**config.mk**
```make
export PLATFORM = sky130hd
export DESIGN_NAME = bpfa_word_update
export DESIGN_NICKNAME = d
export VERILOG_FILES = /design/src/rtl/bitmap_page_frame_allocator_macros.svh /design/src/rtl/bpfa_pkg.sv /design/src/rtl/bpfa_word_update.sv
export SDC_FILE = /design/constraint.sdc
export NUM_CORES = 1
export LEC_CHECK = 0
export BUFFER_PORTS_ARGS = -buffer_cell sky130_fd_sc_hd__clkbuf_2
export CORE_ASPECT_RATIO = 0.5
export CORE_MARGIN = 1
export CORE_UTILIZATION = 35
export DETAILED_ROUTE_END_ITERATION = 10
export MAX_ROUTING_LAYER = met4
export SLEW_MARGIN = 20
export SYNTH_ARGS = -nofsm -noshare
export SYNTH_HDL_FRONTEND = slang
export SYNTH_SLANG_ARGS = --single-unit
```
**constraint.sdc**
```tcl
create_clock -name vclk -period 33.2
set_clock_uncertainty 0.1 [all_clocks]
set_input_delay 9.96 -clock vclk [all_inputs]
set_output_delay 9.96 -clock vclk [all_outputs]
set_load 0.02 [all_outputs]
```
**src/rtl/bitmap_page_frame_allocator_macros.svh**
```systemverilog
// assertion macros for the bitmap page frame allocator
// expects clk and rst to be visible where a macro is used
`ifndef BITMAP_PAGE_FRAME_ALLOCATOR_MACROS_SVH
`define BITMAP_PAGE_FRAME_ALLOCATOR_MACROS_SVH

// condition implies expression in the same cycle
`define BPFA_ASSERT_NOW(lbl, cond, expr, msg) \
  lbl: assert property (@(posedge clk) disable iff (rst) (cond) |-> (expr)) else $error(msg);

// condition implies expression in the next cycle
`define BPFA_ASSERT_NEXT(lbl, cond, expr, msg) \
  lbl: assert property (@(posedge clk) disable iff (rst) (cond) |=> (expr)) else $error(msg);

`endif

```
**src/rtl/bpfa_pkg.sv**
```systemverilog
// shared types and constants for the bitmap page frame allocator
// no dependencies
`default_nettype none

package bpfa_pkg;

  localparam logic [2:0] KIND_INIT        = 3'd0;
  localparam logic [2:0] KIND_ALLOC       = 3'd1;
  localparam logic [2:0] KIND_FREE_PAGE   = 3'd2;
  localparam logic [2:0] KIND_FREE_REGION = 3'd3;
  localparam logic [2:0] KIND_RESERVE     = 3'd4;

  localparam logic [15:0] TOTAL_RESET = 16'd32768;
  localparam logic [15:0] USED_RESET  = 16'd32768;
  localparam logic [7:0]  FULL_WORD   = 8'hFF;

  typedef struct packed {
    logic [2:0]  kind;
    logic [26:0] byte_address;
    logic [27:0] byte_length;
  } in_item_t;

  typedef struct packed {
    logic [26:0] alloc_address;
    logic        alloc_ok;
    logic [15:0] used_count;
  } out_item_t;

  typedef enum logic [1:0] {
    WOP_ALLOC,
    WOP_CLEAR,
    WOP_SET
  } word_op_t;

  typedef struct packed {
    word_op_t    op;
    logic [16:0] base;
    logic [15:0] lo;
    logic [15:0] hi;
  } word_req_t;

  typedef struct packed {
    logic [7:0] new_word;
    logic [3:0] flips;
    logic       found;
    logic [2:0] found_bit;
  } word_upd_t;

endpackage

`default_nettype wire

```
**src/rtl/bpfa_word_update.sv**
```systemverilog
// modify step for one bitmap byte: range set or clear, or lowest free bit
// depends on bpfa_pkg
`default_nettype none

module bpfa_word_update (
  input  wire bpfa_pkg::word_req_t req,
  input  wire logic [7:0]          data,
  output bpfa_pkg::word_upd_t      upd
);

  logic [7:0]  mask;
  logic [7:0]  flip_bits;
  logic [7:0]  pick;
  logic [16:0] page;
  logic [3:0]  cnt;
  logic        any;
  logic [2:0]  low;

  always_comb begin
    mask = '0;
    for (int b = 0; b < 8; b++) begin
      page = req.base + 17'(b);
      mask[b] = (page >= {1'b0, req.lo}) && (page < {1'b0, req.hi});
    end
  end

  always_comb begin
    any = 1'b0;
    low = '0;
    for (int b = 7; b >= 0; b--) begin
      if (~data[b] & mask[b]) begin
        any = 1'b1;
        low = 3'(b);
      end
    end
    pick = any ? (8'd1 << low) : 8'd0;
  end

  always_comb begin
    case (req.op)
      bpfa_pkg::WOP_ALLOC: flip_bits = pick;
      bpfa_pkg::WOP_CLEAR: flip_bits = data & mask;
      bpfa_pkg::WOP_SET:   flip_bits = ~data & mask;
      default:             flip_bits = '0;
    endcase
    cnt = '0;
    for (int b = 0; b < 8; b++) begin
      cnt = cnt + 4'(flip_bits[b]);
    end
    upd.new_word  = data ^ flip_bits;
    upd.flips     = cnt;
    upd.found     = any;
    upd.found_bit = low;
  end

endmodule

`default_nettype wire

```
== Word level (Yosys, flattened, before mapping) ==
Cells that the tools add are included.

* Register bits after elaboration: 0

* Magnitude comparators: 16
* Add/sub/neg operators: 14
* Reduce and logical (&&, ||, !) cells: 9
* Multiplexer cells: 18
* Shifts and indexed selects: 1
* Equality and inequality tests: 2
* Bitwise gates (word level): 20

{| class="wikitable"
|+ Operators with widths
! operator !! number
|-
| 17-bit by 16-bit greater-or-equal comparator with 1-bit output || 8
|-
| 17-bit by 16-bit < comparator with 1-bit output || 8
|-
| 17-bit by 3-bit adder with 17-bit output (second input constant) || 4
|-
| 17-bit by 2-bit adder with 17-bit output (second input constant) || 2
|-
| 3-bit 2-to-1 mux || 8
|-
| 8-bit case mux with 3 select lines || 1
|-
| 17-bit by 1-bit adder with 17-bit output (second input constant) || 1
|-
| 4-bit by 1-bit adder with 4-bit output || 4
|-
| 8-bit AND || 2
|-
| 1-bit AND || 8
|-
| 1-bit logical AND || 8
|-
| 1-bit 2-to-1 mux || 8
|-
| 8-bit 2-to-1 mux || 1
|-
| 1-bit NOT || 8
|-
| 8-bit NOT || 1
|-
| 1-bit by 3-bit << shifter with 8-bit output (first input constant) || 1
|-
| 8-bit bitwise XOR || 1
|-
| 3-bit by 1-bit adder with 4-bit output || 1
|-
| 2-bit by 1-bit adder with 3-bit output || 1
|-
| 1-bit by 1-bit adder with 2-bit output || 1
|-
| 2-bit by 1-bit equality test with 1-bit output (second input constant) || 1
|-
| 2-bit equality test (second input constant) || 1
|-
| 2-bit zero test || 1
|}

== Logic depth before layout (Yosys ltp) ==
* Word-level depth: 22
* Mapped depth: 25
* Gate-level depth less buffers: 23

== Worst setup path after synthesis ==
No wires, ideal clock.

* Path kind: input to output
* Start: input req[38] (netlist bit)
* End: output upd[6] (netlist bit)
* Arrival time: 15.353 ns
* Slack: 7.787 ns
* Path buffers: 1
* Stages: 24
* Cell sequence: buf_1 and3_1 nand4_1 nor2_1 nand2_1 nor2_1 xor2_1 ha_1 nand3_1 nor2_1 a221oi_1 o2111ai_1 a21oi_1 a211oi_4 nand2_1 a21oi_1 fa_1 inv_1 fa_1 inv_1 fa_1 ha_1 fa_1 xor2_1

{| class="wikitable"
|+ RTL lines
! element !! line !! source
|-
| start: declaration || bpfa_word_update.sv:6 || <nowiki>input wire bpfa_pkg::word_req_t req,</nowiki>
|-
| end: declaration || bpfa_word_update.sv:8 || <nowiki>output bpfa_pkg::word_upd_t upd</nowiki>
|}

==> results.py <==
metrics = {
    "final_layout": {
        "layout-drive-gt1-share": 0.0943,
        "seq_cells": 0,
        "fin_cells": 1360,
        "num_antenna_cells": 0,
        "final_nets": 1374,
        "fillers": 2297,
        "area_growth_pct": 7.83,
        "regArea_um2": 0,
        "final_area_um2": 8530,
        "layout.cells.most_common_list": "249 x ha_1, 82 x a21oi_1, 78 x nand2_1",
        "multi_input_area_um2": 7540,
        "final_common_cell": "ha_1",
        "post-route-util": 0.389,
        "nClkBuffers": 0,
    },
    "route": {
        "routed-via-count": 8210,
        "drc": 0,
        "wire_per_inst_um": 22.9,
        "totalWireLength_um": 31200,
        "vias_per_cell": 6.04,
        "dr.first_iter.drc_count": 912,
        "firstDrtPassIters": 5,
        "met1_length_um": 15200,
        "wl_met2_um": 13100,
        "top_layer_used": "met4",
        "wl_met3_um": 2330,
        "antenna_left": 0,
    },
    "power": {
        "pwr-share-clk": 0,
        "power_switching_w": 0.0000848,
        "swShare": 0.638,
        "p_seq_frac": 0,
        "power_frac_comb": 1.000,
        "leakage_nw": 4.12,
        "power.density_nw_per_um2": 15.6,
        "total_power_w": 0.000133,
        "ir_drop_mv": 0.00716,
        "p_int_w": 0.0000481,
    },
    "synth": {
        "synth_fp_nets": 1321,
        "ys_warn_count": 0,
        "avgSynthCellArea_um2": 7.84,
        "ys_seq_area_frac": 0,
        "synth_area_um2": 7910,
        "synth_cell_types": 70,
        "synthCells": 1009,
    },
    "grt": {
        "grt_pass1_wl_um": 47000,
        "grt.overflow.total": 0,
        "grt_max_degree": 18,
        "grt_use_total": 0.272,
        "grt_pass1_vias": 7868,
        "antenna_found_initial": 0,
    },
    "floorplan": {
        "io_pins": 75,
        "initial_core_util": 0.361,
        "die_h_um": 108,
        "rows": 38,
        "die_w_um": 215,
        "core_um2": 21900,
        "die-area_um2": 23200,
    },
    "setup_path": {
        "crit_top_cell": "fa_1",
        "crit_required_ns": 23.14,
        "critPathTopFamily": "adder cells",
        "slowest_stage": "ha_1",
        "cp-end-kind": "output port",
        "path_max_fanout": 15,
        "worstPathArrival_ns": 16.46,
        "worst-path-buf-inv": 4,
        "critPathLaunchType": "input pin",
        "crit_chain": "clkbuf_2 -> ha_1 -> nand3_1 -> nor2_1 -> and3_1 -> nand2_1 -> xnor2_1 -> ha_1 -> a211o_1 -> o41ai_1 -> a21oi_1 -> a211oi_4 -> nand2_1 -> a21oi_1 -> fa_1 -> inv_1 -> fa_1 -> inv_1 -> fa_1 -> ha_1 -> fa_1 -> xor2_1 -> clkbuf_2",
        "slowest_delay_ns": 0.45,
        "worstSetupPathType": "in -> out",
    },
    "sta": {
        "slew_viol_final": 0,
        "rsz0062_at_grt": "no",
        "post-route-min-period_ns": 26.52,
        "max_slew_margin": 0.270,
        "tightest_slew_ns": 1.08,
        "hold_viol": 0,
        "post-route-period-util": 0.799,
        "max_freq_mhz": 37.7,
        "fin_setup_tns_ns": 0,
        "setup_violations": 0,
    },
    "placed_design": {
        "dpl.hpwl_um": 26100,
        "dp.cells": 1360,
        "gp_congestion": 0.972,
        "placed_area_um2": 8530,
        "numPortBuffers": 75,
    },
    "clocking": {
        "cts.repair.resized": 0,
        "cts-hold-fix-buffers": 0,
        "postCtsSetupBuffers": 0,
    },
    "job": {
        "maxCapViolCount": 0,
    },
    "run_status": {
        "status": "completed",
    },
    "min_path": {
        "hold_class": "in -> out",
    },
}
[cell families (layout without fill, tap and decap cells)]
kind of cell | after synthesis | after routing | share of synthesized area
adders and majority gates | 253 | 253 | 0.404
and+or+nand+nor | 296 | 296 | 0.193
AOI/OAI and AO/OA | 262 | 262 | 0.234
xor gates and xnor gates | 111 | 111 | 0.123
buffers and inverters | 87 | 138 | 0.0467
[tightest hold or removal path, cell delays in order]
cell	delay (ns)
clkbuf_2	0.13
xor2_1	0.08
clkbuf_2	0.15
[power by group through the flow]
stage,Sequential (W),Clock (W),Combinational (W)
global placement,0,0,0.000126
floorplan,0,0,0.0000877
CTS,0,0,0.000130
finish,0,0,0.000133
detailed placement,0,0,0.000129
global route,0,0,0.000146
[synth_stat cells, types with 5 or more instances]
master / count / share of area
ha_1: 249 / 0.39
o21a_1: 15 / 0.014
a221oi_1: 5 / 0.0055
o21ai_0: 34 / 0.022
clkbuf_1: 6 / 0.0028
nand4_1: 30 / 0.024
nand2b_1: 10 / 0.0079
nor2_1: 65 / 0.031
a21o_1: 26 / 0.025
nand3_1: 34 / 0.022
nor4_1: 8 / 0.0063
nand2_1: 78 / 0.037
nor2b_1: 7 / 0.0055
o2111ai_1: 6 / 0.0066
inv_1: 63 / 0.030
a211o_1: 8 / 0.0089
xnor2_1: 52 / 0.058
nor3_1: 22 / 0.014
o211ai_1: 9 / 0.0085
and3_1: 9 / 0.0071
buf_1: 7 / 0.0033
a31oi_1: 5 / 0.0040
xor2_1: 59 / 0.065
a21oi_1: 82 / 0.052
and2_1: 6 / 0.0047
and4_1: 6 / 0.0066
a211oi_1: 16 / 0.015
[through the flow]
| step | hold slack [ns] | worst slack [ns] |
|---|---|---|
| after floorplan | 19.95 | 7.79 |
| after global placement | 20.19 | 6.99 |
| after detailed placement | 20.19 | 6.80 |
| after CTS | 20.19 | 6.75 |
| after global routing | 20.22 | 6.30 |
| final | 20.18 | 6.68 |
[final timing paths]
| kind | from | endpoint | cells past startpoint |
|---|---|---|---|
| worst max-delay path | req[35] | upd[6] | 23 |
| worst min-delay path | data[0] | upd[8] | 3 |
[metal layers]
| metal | global-route usage | vias up |
|---|---|---|
| li1 | - | 3891 |
| met1 | 0.384 | 3949 |
| met2 | 0.424 | 331 |
| met3 | 0.0239 | 39 |
| met4 | 0.0490 | 0 |
| met5 | - | - |
[layout make-up]
cell class | instances | area share
inverter | 63 | 0.0277
tap | 300 | 0.0440
multi-input combinational | 922 | 0.884
timing repair buffer | 75 | 0.0440
Note: power is estimated with default switching activity, not from simulation.
