### config.mk
export PLATFORM = sky130hd
export DESIGN_NAME = bpfa_cfg_regs
export DESIGN_NICKNAME = d
export VERILOG_FILES = /design/src/rtl/bitmap_page_frame_allocator_macros.svh /design/src/rtl/bpfa_pkg.sv /design/src/rtl/bpfa_cfg_regs.sv
export SDC_FILE = /design/constraint.sdc
export NUM_CORES = 1
export LEC_CHECK = 0
export ABC_AREA = 1
export BUFFER_PORTS_ARGS = -buffer_cell sky130_fd_sc_hd__buf_2
export CORE_MARGIN = 5
export CORE_UTILIZATION = 39
export CTS_BUF_LIST = sky130_fd_sc_hd__clkbuf_4 sky130_fd_sc_hd__clkbuf_8
export DETAILED_ROUTE_END_ITERATION = 10
export PLACE_DENSITY = 0.83
export SETUP_SLACK_MARGIN = 0.4
export SYNTH_ARGS = -nofsm -noshare
export SYNTH_HDL_FRONTEND = slang
export SYNTH_SLANG_ARGS = --single-unit
### constraint.sdc
create_clock -name clk -period 1 [get_ports clk]
set_clock_uncertainty 0.15 [all_clocks]
set_input_delay 0.1 -clock clk [delete_from_list [all_inputs] [get_ports clk]]
set_output_delay 0.1 -clock clk [all_outputs]
set_load 0.005 [all_outputs]
### src/rtl/bitmap_page_frame_allocator_macros.svh
// assertion macros for the bitmap page frame allocator
// expects clk and rst to be visible where a macro is used
`ifndef BITMAP_PAGE_FRAME_ALLOCATOR_MACROS_SVH
`define BITMAP_PAGE_FRAME_ALLOCATOR_MACROS_SVH

// condition implies expression in the same cycle
`define BPFA_ASSERT_NOW(lbl, cond, expr, msg) \
  lbl: assert property (@(posedge clk) disable iff (rst) (cond) |-> (expr)) else $error(msg);

// condition implies expression in the next cycle
`define BPFA_ASSERT_NEXT(lbl, cond, expr, msg) \
  lbl: assert property (@(posedge clk) disable iff (rst) (cond) |=> (expr)) else $error(msg);

`endif

### src/rtl/bpfa_pkg.sv
// shared types and constants for the bitmap page frame allocator
// no dependencies
`default_nettype none

package bpfa_pkg;

  localparam logic [2:0] KIND_INIT        = 3'd0;
  localparam logic [2:0] KIND_ALLOC       = 3'd1;
  localparam logic [2:0] KIND_FREE_PAGE   = 3'd2;
  localparam logic [2:0] KIND_FREE_REGION = 3'd3;
  localparam logic [2:0] KIND_RESERVE     = 3'd4;

  localparam logic [15:0] TOTAL_RESET = 16'd32768;
  localparam logic [15:0] USED_RESET  = 16'd32768;
  localparam logic [7:0]  FULL_WORD   = 8'hFF;

  typedef struct packed {
    logic [2:0]  kind;
    logic [26:0] byte_address;
    logic [27:0] byte_length;
  } in_item_t;

  typedef struct packed {
    logic [26:0] alloc_address;
    logic        alloc_ok;
    logic [15:0] used_count;
  } out_item_t;

  typedef enum logic [1:0] {
    WOP_ALLOC,
    WOP_CLEAR,
    WOP_SET
  } word_op_t;

  typedef struct packed {
    word_op_t    op;
    logic [16:0] base;
    logic [15:0] lo;
    logic [15:0] hi;
  } word_req_t;

  typedef struct packed {
    logic [7:0] new_word;
    logic [3:0] flips;
    logic       found;
    logic [2:0] found_bit;
  } word_upd_t;

endpackage

`default_nettype wire

### src/rtl/bpfa_cfg_regs.sv
// configuration register file, holds the managed page total
// depends on bpfa_pkg
`default_nettype none

module bpfa_cfg_regs (
  input  wire logic        clk,
  input  wire logic        rst,
  input  wire logic        psel,
  input  wire logic        penable,
  input  wire logic        pwrite,
  input  wire logic [1:0]  paddr,
  input  wire logic [31:0] pwdata,
  output logic      [31:0] prdata,
  output logic             pready,
  output logic      [15:0] total_page_count
);

  localparam logic [1:0] ADDR_TOTAL = 2'd0;

  always_ff @(posedge clk) begin
    if (rst) begin
      total_page_count <= bpfa_pkg::TOTAL_RESET;
    end else if (psel && penable && pwrite && paddr == ADDR_TOTAL) begin
      total_page_count <= pwdata[15:0];
    end
  end

  assign pready = 1'b1;
  assign prdata = (paddr == ADDR_TOTAL) ? 32'(total_page_count) : 32'd0;

endmodule

`default_nettype wire

Word level (Yosys, flattened, before mapping)
Index checks and enable logic that the tools add are counted.
{ "op_classes": {"addsub": 0, "multipliers": 0, "n_div": 0, "n_lt_le_gt_ge": 0, "n_eq_ne": 0, "shifts": 0, "mux": 1, "bitwise": 0, "reduce_logical": 4} }
{ "op_table": {"columns": ["operator", "count"], "rows": [
  ["2-to-1 mux 16 bit", 1],
  ["logical AND 1 bit", 3],
  ["logical NOT 2 bit", 1]
]} }
{ "word_totals": {"regBits": 16, "latch_bits": 0, "mem_bits_rw": 0, "romBits": 0, "mem_count": 0} }

Logic depth before layout (Yosys ltp)
Gate-level depths: netlist of run 1.
{ "depth": {"depth_word": 3, "depth_mapped": 6, "mapped_depth_nobuf": 5} }

Least setup slack after synthesis of run 1
No wires, ideal clock.
{ "synth_path": {"kind": "input port to flip-flop", "from": "input paddr[1]", "to": "register total_page_count[1]", "arrival_ns": 0.611, "setup_slack_ns": 0.127, "stages": 5, "n_path_buf": 1, "cell_sequence": "nor2_2 buf_4 nand3_1 nand2_1 nor2_1"} }
{ "synth_between": {"elab_chain_len": 2} }
{ "synth_lines": {"columns": ["element", "line", "source"], "rows": [
  ["start: declaration", "bpfa_cfg_regs.sv:11", "input wire logic [1:0] paddr,"],
  ["logical NOT 2 bit", "bpfa_cfg_regs.sv:23", "end else if (psel && penable && pwrite && paddr == ADDR_TOTAL) begin"],
  ["logical AND 1 bit", "bpfa_cfg_regs.sv:23", null],
  ["end signal: assignment", "bpfa_cfg_regs.sv:22", "total_page_count <= bpfa_pkg::TOTAL_RESET;"],
  ["end signal: assignment", "bpfa_cfg_regs.sv:24", "total_page_count <= pwdata[15:0];"],
  ["end: declaration", "bpfa_cfg_regs.sv:15", "output logic [15:0] total_page_count"]
]} }
Every way passes these cells.
A chain may end at the register's enable or synchronous reset.

Worst setup path after layout of run 1
{ "layout_path": {"from": "register total_page_count[8]", "to": "output prdata[8]"} }
{ "layout_between": {"elab_chain_len": 1} }
{ "layout_lines": {"columns": ["element", "line", "source"], "rows": [
  ["2-to-1 mux 16 bit", "bpfa_cfg_regs.sv:29", "assign prdata = (paddr == ADDR_TOTAL) ? 32'(total_page_count) : 32'd0;"],
  ["end: declaration", "bpfa_cfg_regs.sv:13", "output logic [31:0] prdata,"]
]} }
Every way passes these cells.

==> results of run 1 <==
==> power groups by stage <==
stage               Combinational [W]  Clock [W]  Sequential, W
finish                       0.000324   0.000417       0.000667
global route                 0.000357   0.000464       0.000668
CTS                          0.000302   0.000430       0.000663
detailed placement           0.000287          0       0.000677
global placement             0.000282          0       0.000676
floorplan                    0.000199          0       0.000678
==> final timing paths <==
| kind | slack (ns) | endpoint | depth (start not counted) |
|---|---|---|---|
| setup / recovery | -0.14 | prdata[8] | 3 |
| setup reg to reg | 0.04 | total_page_count[1] | 4 |
| hold / removal | -0.13 | total_page_count[15] | 3 |
| hold reg to reg | 0.33 | total_page_count[3] | 2 |
==> critical path: stages (launching register included) <==
cell and delay (ns):
dfxtp_2 0.36, inv_2 0.04, nor2_2 0.10, buf_2 0.12
==> cells in the mapped netlist (all sizes together) <==
| master | count |
|---|---|
| buf | 22 |
| conb | 2 |
| dfxtp | 16 |
| inv | 35 |
| nand2 | 18 |
| nand3 | 17 |
| nor2 | 49 |
| o21ai | 1 |
==> layer usage <==
layer | vias up | wire [um] | track usage, %
met2 | 39 | 1439 | 25.50
met5 | - | 0 | 0
li1 | 553 | - | -
met4 | 0 | 9 | 1.858
met3 | 2 | 243 | 4.468
met1 | 458 | 1003 | 16.93
==> cell type report <==
class | count | area [um2]
clock buffers | 4 | 36.28
fillers | 231 | 835.8
inverters | 35 | 155.1
multi-input cells | 103 | 580.6
flip-flops and latches | 16 | 340.3
well taps | 30 | 37.54
repair buffers | 66 | 491.7
==> cells by family (layout without fill, tap and decap cells) <==
family / Yosys count / in the layout / synth area share, %
and+or+nand+nor: 84 / 85 / 37.45
buffers and inverters: 57 / 105 / 29.34
other: 2 / 17 / 0.7493
DFF: 16 / 16 / 31.96
AOI/OAI and AO/OA: 1 / 1 / 0.4989
==> metrics by stage <==
step	setup slack (ns)	cell area, um2	std cells
2_1_floorplan	0.1798	1182	175
3_3_place_gp	-0.04659	1424	244
3_5_place_dp	-0.08128	1424	244
4_1_cts	-0.1143	1518	251
5_1_grt	-0.2171	1642	254
6_report	-0.1366	1642	254
==> repair_timing <==
item                                   CTS  global route
setup endpoints to repair               48            48
pin swaps                               16            19
setup buffers                            2             3
resized for setup                       17            32
cloned                                   1             0
endpoints found under the hold margin   15             4
==> summary.txt, run 1 <==
Cells and area
  • Synth-to-layout area growth: 63.79%
  • Leading cell types in the layout, fill and taps excluded: 45 x buf_2, 27 x nor2_1, 22 x inv_1
  • Top reg by flops: total_page_count
  • Commonest non-fill, non-tap cell in the layout: buf_2
  • Fin nets: 264
  • Share of cells above drive strength 1: 56.25%
  • Max FFs per register: 16
  • Ant diodes: 0
  • Util after Layout: 66.26%
  • Largest regs: total_page_count: 16 flops

Power and ir drop
  • Clk network pwr share: 29.6%
  • Switching Share: 26.94%
  • Pleak: 0.8772 nW
  • Logic pwr share: 23.0%
  • Sequential power share: 47.3%
  • Power after layout: 0.001408 W
  • Pint: 0.001029 W
  • Pwr Density: 857.7 nW/um2
  • Psw: 0.0003794 W
  • Peak supply drop: 1.239 mV

Placement
  • Gpl congestion: 0.6756
  • Port Buffer Count: 54
  • Post-DP HPWL: 1907 um

STA
  • Setup tns final: -1.922 ns
  • Crit path time final: 1.137 ns
  • Final period util: 113.7%
  • Setup slack after layout: -0.1366 ns
  • Final hold violations: 13
  • Max Slew Vio Count: 0
  • Fmax: 0.8798 GHz
  • RSZ-0062 raised after global routing: true
  • Setup violators final: 24
  • Hold slack: -0.1259 ns

Min path
  • Worst min-delay path class: primary input to flip-flop
  • Hold Startpoint: pwdata[15]

Critical path
  • Critical path required time: 0.75 ns
  • WP data arrival: 0.89 ns
  • Origin of the worst setup path: total_page_count[8]
  • Crit path max fanout: 3
  • Critical Path Source Type: flip-flop
  • WS Path Type: flip-flop to primary output
  • Worst r2r src: total_page_count[1]
  • CP endpoint kind: primary output

Clock tree
  • Clock sink total: 16
  • Clock latency on the worst-skew pair: 0.28 ns
  • H-tree levels: 1
  • CTS tree: yes
  • Deepest clock path buffer count: 2
  • Clock root cell: clkbuf_4
  • Number of CTS-inserted buffers: 3
  • Reg clk slew, reported paths: 0.09 ns

Logic synthesis
  • Netlist cell types: 17
  • Synth top area cells: dfxtp_1 32%, nor2_1 17%, buf_4 14%
  • Synthesis Warnings: 0
  • Post-synth top area cell: dfxtp_1
  • Synth top area share: 31.96%
  • Sequential area share after synthesis: 31.96%
  • Mapped Avg Cell Area: 6.264 um2
  • Synthesized flop and latch total: 16
  • Synth Instances: 160
  • Post-Syn Area: 1002 um2

Floorplanning
  • Core Box Area: 2477 um2
  • Initial Utilization: 40.45%
  • I/O Pins: 88
  • Die ar.: 3683 um2
  • Die Height: 60.69 um
  • Rows: 18
  • Chip width: 60.69 um

Global routing
  • Antenna violations before repair: 0
  • First-pass GRT wire length: 3919 um
  • Grt total ovfl: 0
  • Number of global-route vias before repair: 877
  • GRT Util Overall: 14.18%
  • Largest net degree at the start of global routing: 17

Detailed routing
  • DRC: 0
  • Vias per cell: 4.142
  • Final WL: 2696 um
  • Antenna viol nets, final: 0
  • DRT iter0 DRCs: 16
  • WL per Instance: 10.61 um
  • DR pass1 iterations: 4
  • Vias: 1,052

Flow run
  • # Max-Cap Violations: 0

Run status
  • Outcome: finished with violations
  • Failing checks: negative hold slack, negative setup slack
Note: power is estimated with default switching activity, not from simulation.
==> inputs of run 2 (changes only) <==
--- a/config.mk
+++ b/config.mk
@@ -11,6 +11,8 @@
 export CORE_UTILIZATION = 39
 export CTS_BUF_LIST = sky130_fd_sc_hd__clkbuf_4 sky130_fd_sc_hd__clkbuf_8
 export DETAILED_ROUTE_END_ITERATION = 10
+export GPL_ROUTABILITY_DRIVEN = 0
+export MAX_ROUTING_LAYER = met4
 export PLACE_DENSITY = 0.83
 export SETUP_SLACK_MARGIN = 0.4
 export SYNTH_ARGS = -nofsm -noshare
==> summary.txt, run 2 (synthesized netlist as in run 1, its figures left out) <==
STA
  • Crit path time final: 1.137 ns (+0.000001000 ns)
  • Final hold violations: 13 (unchanged)
  • Max Slew Vio Count: 0 (unchanged)
  • Hold slack: -0.1259 ns (-0.000001000 ns)
  • RSZ-0062 raised after global routing: true
  • Setup slack after layout: -0.1366 ns (-0.000001000 ns)
  • Final period util: 113.7% (about the same)
  • Setup violators final: 24 (unchanged)
  • Fmax: 0.8798 GHz (about the same)

Power and ir drop
  • Peak supply drop: 1.239 mV (about the same)
  • Pwr Density: 857.7 nW/um2 (about the same)
  • Pleak: 0.8772 nW (unchanged)
  • Power after layout: 0.001408 W (about the same)

Clock tree
  • CTS tree: yes
  • Reg clk slew, reported paths: 0.09 ns (about the same)
  • Number of CTS-inserted buffers: 3 (unchanged)
  • Clock latency on the worst-skew pair: 0.28 ns (about the same)
  • Deepest clock path buffer count: 2 (unchanged)
  • Clock sink total: 16 (unchanged)
  • Clock root cell: clkbuf_4
  • H-tree levels: 1 (unchanged)

Critical path
  • Crit-path cells: inv_2, nor2_2, buf_2
  • Crit path max-delay family: flip-flops
  • CP endpoint kind: primary output
  • Worst reg-to-reg setup slack: 0.04 ns (about the same)
  • Crit path max fanout: 3 (unchanged)
  • Critical Path Source Type: flip-flop
  • Worst Reg-to-Reg Cells: 4 (unchanged)
  • Worst r2r src: total_page_count[1]
  • Critical path buffers and inverters: 2 (unchanged)
  • R2r endpoint: total_page_count[1]
  • Critical path's slowest cell: dfxtp_2
  • WS Path Type: flip-flop to primary output
  • WP data arrival: 0.89 ns (about the same)
  • Slowest Stage Delay on Critical Path: 0.36 ns (about the same)
  • Critical path required time: 0.75 ns (about the same)

Detailed routing
  • Antenna viol nets, final: 0 (unchanged)
  • DRC: 0 (unchanged)
  • DR pass1 iterations: 4 (unchanged)
  • WL per Instance: 10.61 um (unchanged)
  • Final WL: 2696 um (unchanged)
  • Vias: 1,052 (unchanged)
  • Vias per cell: 4.142 (unchanged)
  • DRT iter0 DRCs: 16 (unchanged)

Global routing
  • Largest net degree at the start of global routing: 17 (unchanged)
  • Number of global-route vias before repair: 877 (unchanged)
  • Antenna violations before repair: 0 (unchanged)
  • Grt total ovfl: 0 (unchanged)
  • First-pass GRT wire length: 3919 um (unchanged)
  • GRT Util Overall: 14.63% (+0.45 points)

Cells and area
  • Synth-to-layout area growth: 63.79% (unchanged)
  • Util after Layout: 66.26% (unchanged)
  • Ant diodes: 0 (unchanged)
  • Commonest non-fill, non-tap cell in the layout: buf_2
  • Max FFs per register: 16 (unchanged)
  • Top reg by flops: total_page_count
  • Design area: 1642 um2 (unchanged)
  • Share of cells above drive strength 1: 56.25% (unchanged)
  • Fin nets: 264 (unchanged)
  • Largest regs: total_page_count: 16 flops
  • Finished Layout Cells: 254 (unchanged)
  • Leading cell types in the layout, fill and taps excluded: 45 x buf_2, 27 x nor2_1, 22 x inv_1

Floorplanning
  • Chip width: 60.69 um (unchanged)
  • Rows: 18 (unchanged)
  • I/O Pins: 88 (unchanged)
  • Die ar.: 3683 um2 (unchanged)
  • Initial Utilization: 40.45% (unchanged)
  • Core Box Area: 2477 um2 (unchanged)
  • Die Height: 60.69 um (unchanged)

Placement
  • Post-DP HPWL: 1907 um (unchanged)
  • Dpl cell area: 1424 um2 (unchanged)
  • Port Buffer Count: 54 (unchanged)
  • Pre-CTS setup slack: -0.08128 ns (unchanged)
  • Cells after DPL: 244 (unchanged)

Min path
  • Hold Path Cell Cnt: 3 (unchanged)
  • Hold EP: total_page_count[15]
  • Worst min-delay path class: primary input to flip-flop
  • Hold Startpoint: pwdata[15]

Run status
  • Failing checks: negative hold slack, negative setup slack
  • Outcome: finished with violations

Flow run
  • # Max-Cap Violations: 0 (unchanged)
==> run 2: worst max-delay path by stage <==
stage / startpoint / to / slack (ns) / depth (start not counted)
global route: total_page_count[8] / prdata[8] / -0.22 / 3
CTS: total_page_count[7] / prdata[7] / -0.11 / 3
global placement: paddr[1] / total_page_count[10] / -0.05 / 6
floorplan: psel / total_page_count[0] / 0.18 / 6
finish: total_page_count[8] / prdata[8] / -0.14 / 3
detailed placement: paddr[1] / total_page_count[7] / -0.08 / 6
==> run 2: final cells by class <==
class | instances | area, um2
tap | 30 | 37.54
clock buffer | 4 | 36.28
timing repair buffer | 66 | 491.7
fill | 231 | 835.8
inverter | 35 | 155.1
multi-input combinational | 103 | 580.6
sequential | 16 | 340.3
==> run 2: metrics by stage <==
step	hold WS [ns]	TNS, ns
final	-0.1259	-1.922
after global routing	-0.1422	-3.574
after CTS	-0.1181	-1.793
after detailed placement	0.1801	-1.283
after global placement	0.1652	-0.7981
after floorplan	0.07194	0
==> run 2: routing by layer <==
metal / global-route usage, % / vias to the layer above / wire [um]
met4: 1.858 / 0 / 9
met1: 17.05 / 458 / 1009
met5: - / - / 0
li1: - / 553 / -
met2: 25.50 / 39 / 1439
met3: 4.255 / 2 / 236
==> run 2: report_power, final <==
part	leakage (nW)	internal (W)	total [W]	switching (W)
combinational	0.720	0.000154	0.000324	0.000170
sequential	0.136	0.000653	0.000667	0.0000134
clock	0.0210	0.000221	0.000417	0.000196
==> run 2: timing repair <==
action | in CTS | in global routing
gates resized for setup | 17 | 32
endpoints found under the setup margin | 48 | 48
setup buffers | 2 | 3
hold endpoints to repair | 15 | 4
cloned | 1 | 0
pin swaps | 16 | 19
==> run 2: tightest hold or removal path, delay by kind of cell <==
family                 cells  cell delay [ns]
buffers and inverters      1             0.08
AND/OR/NAND/NOR            2             0.09
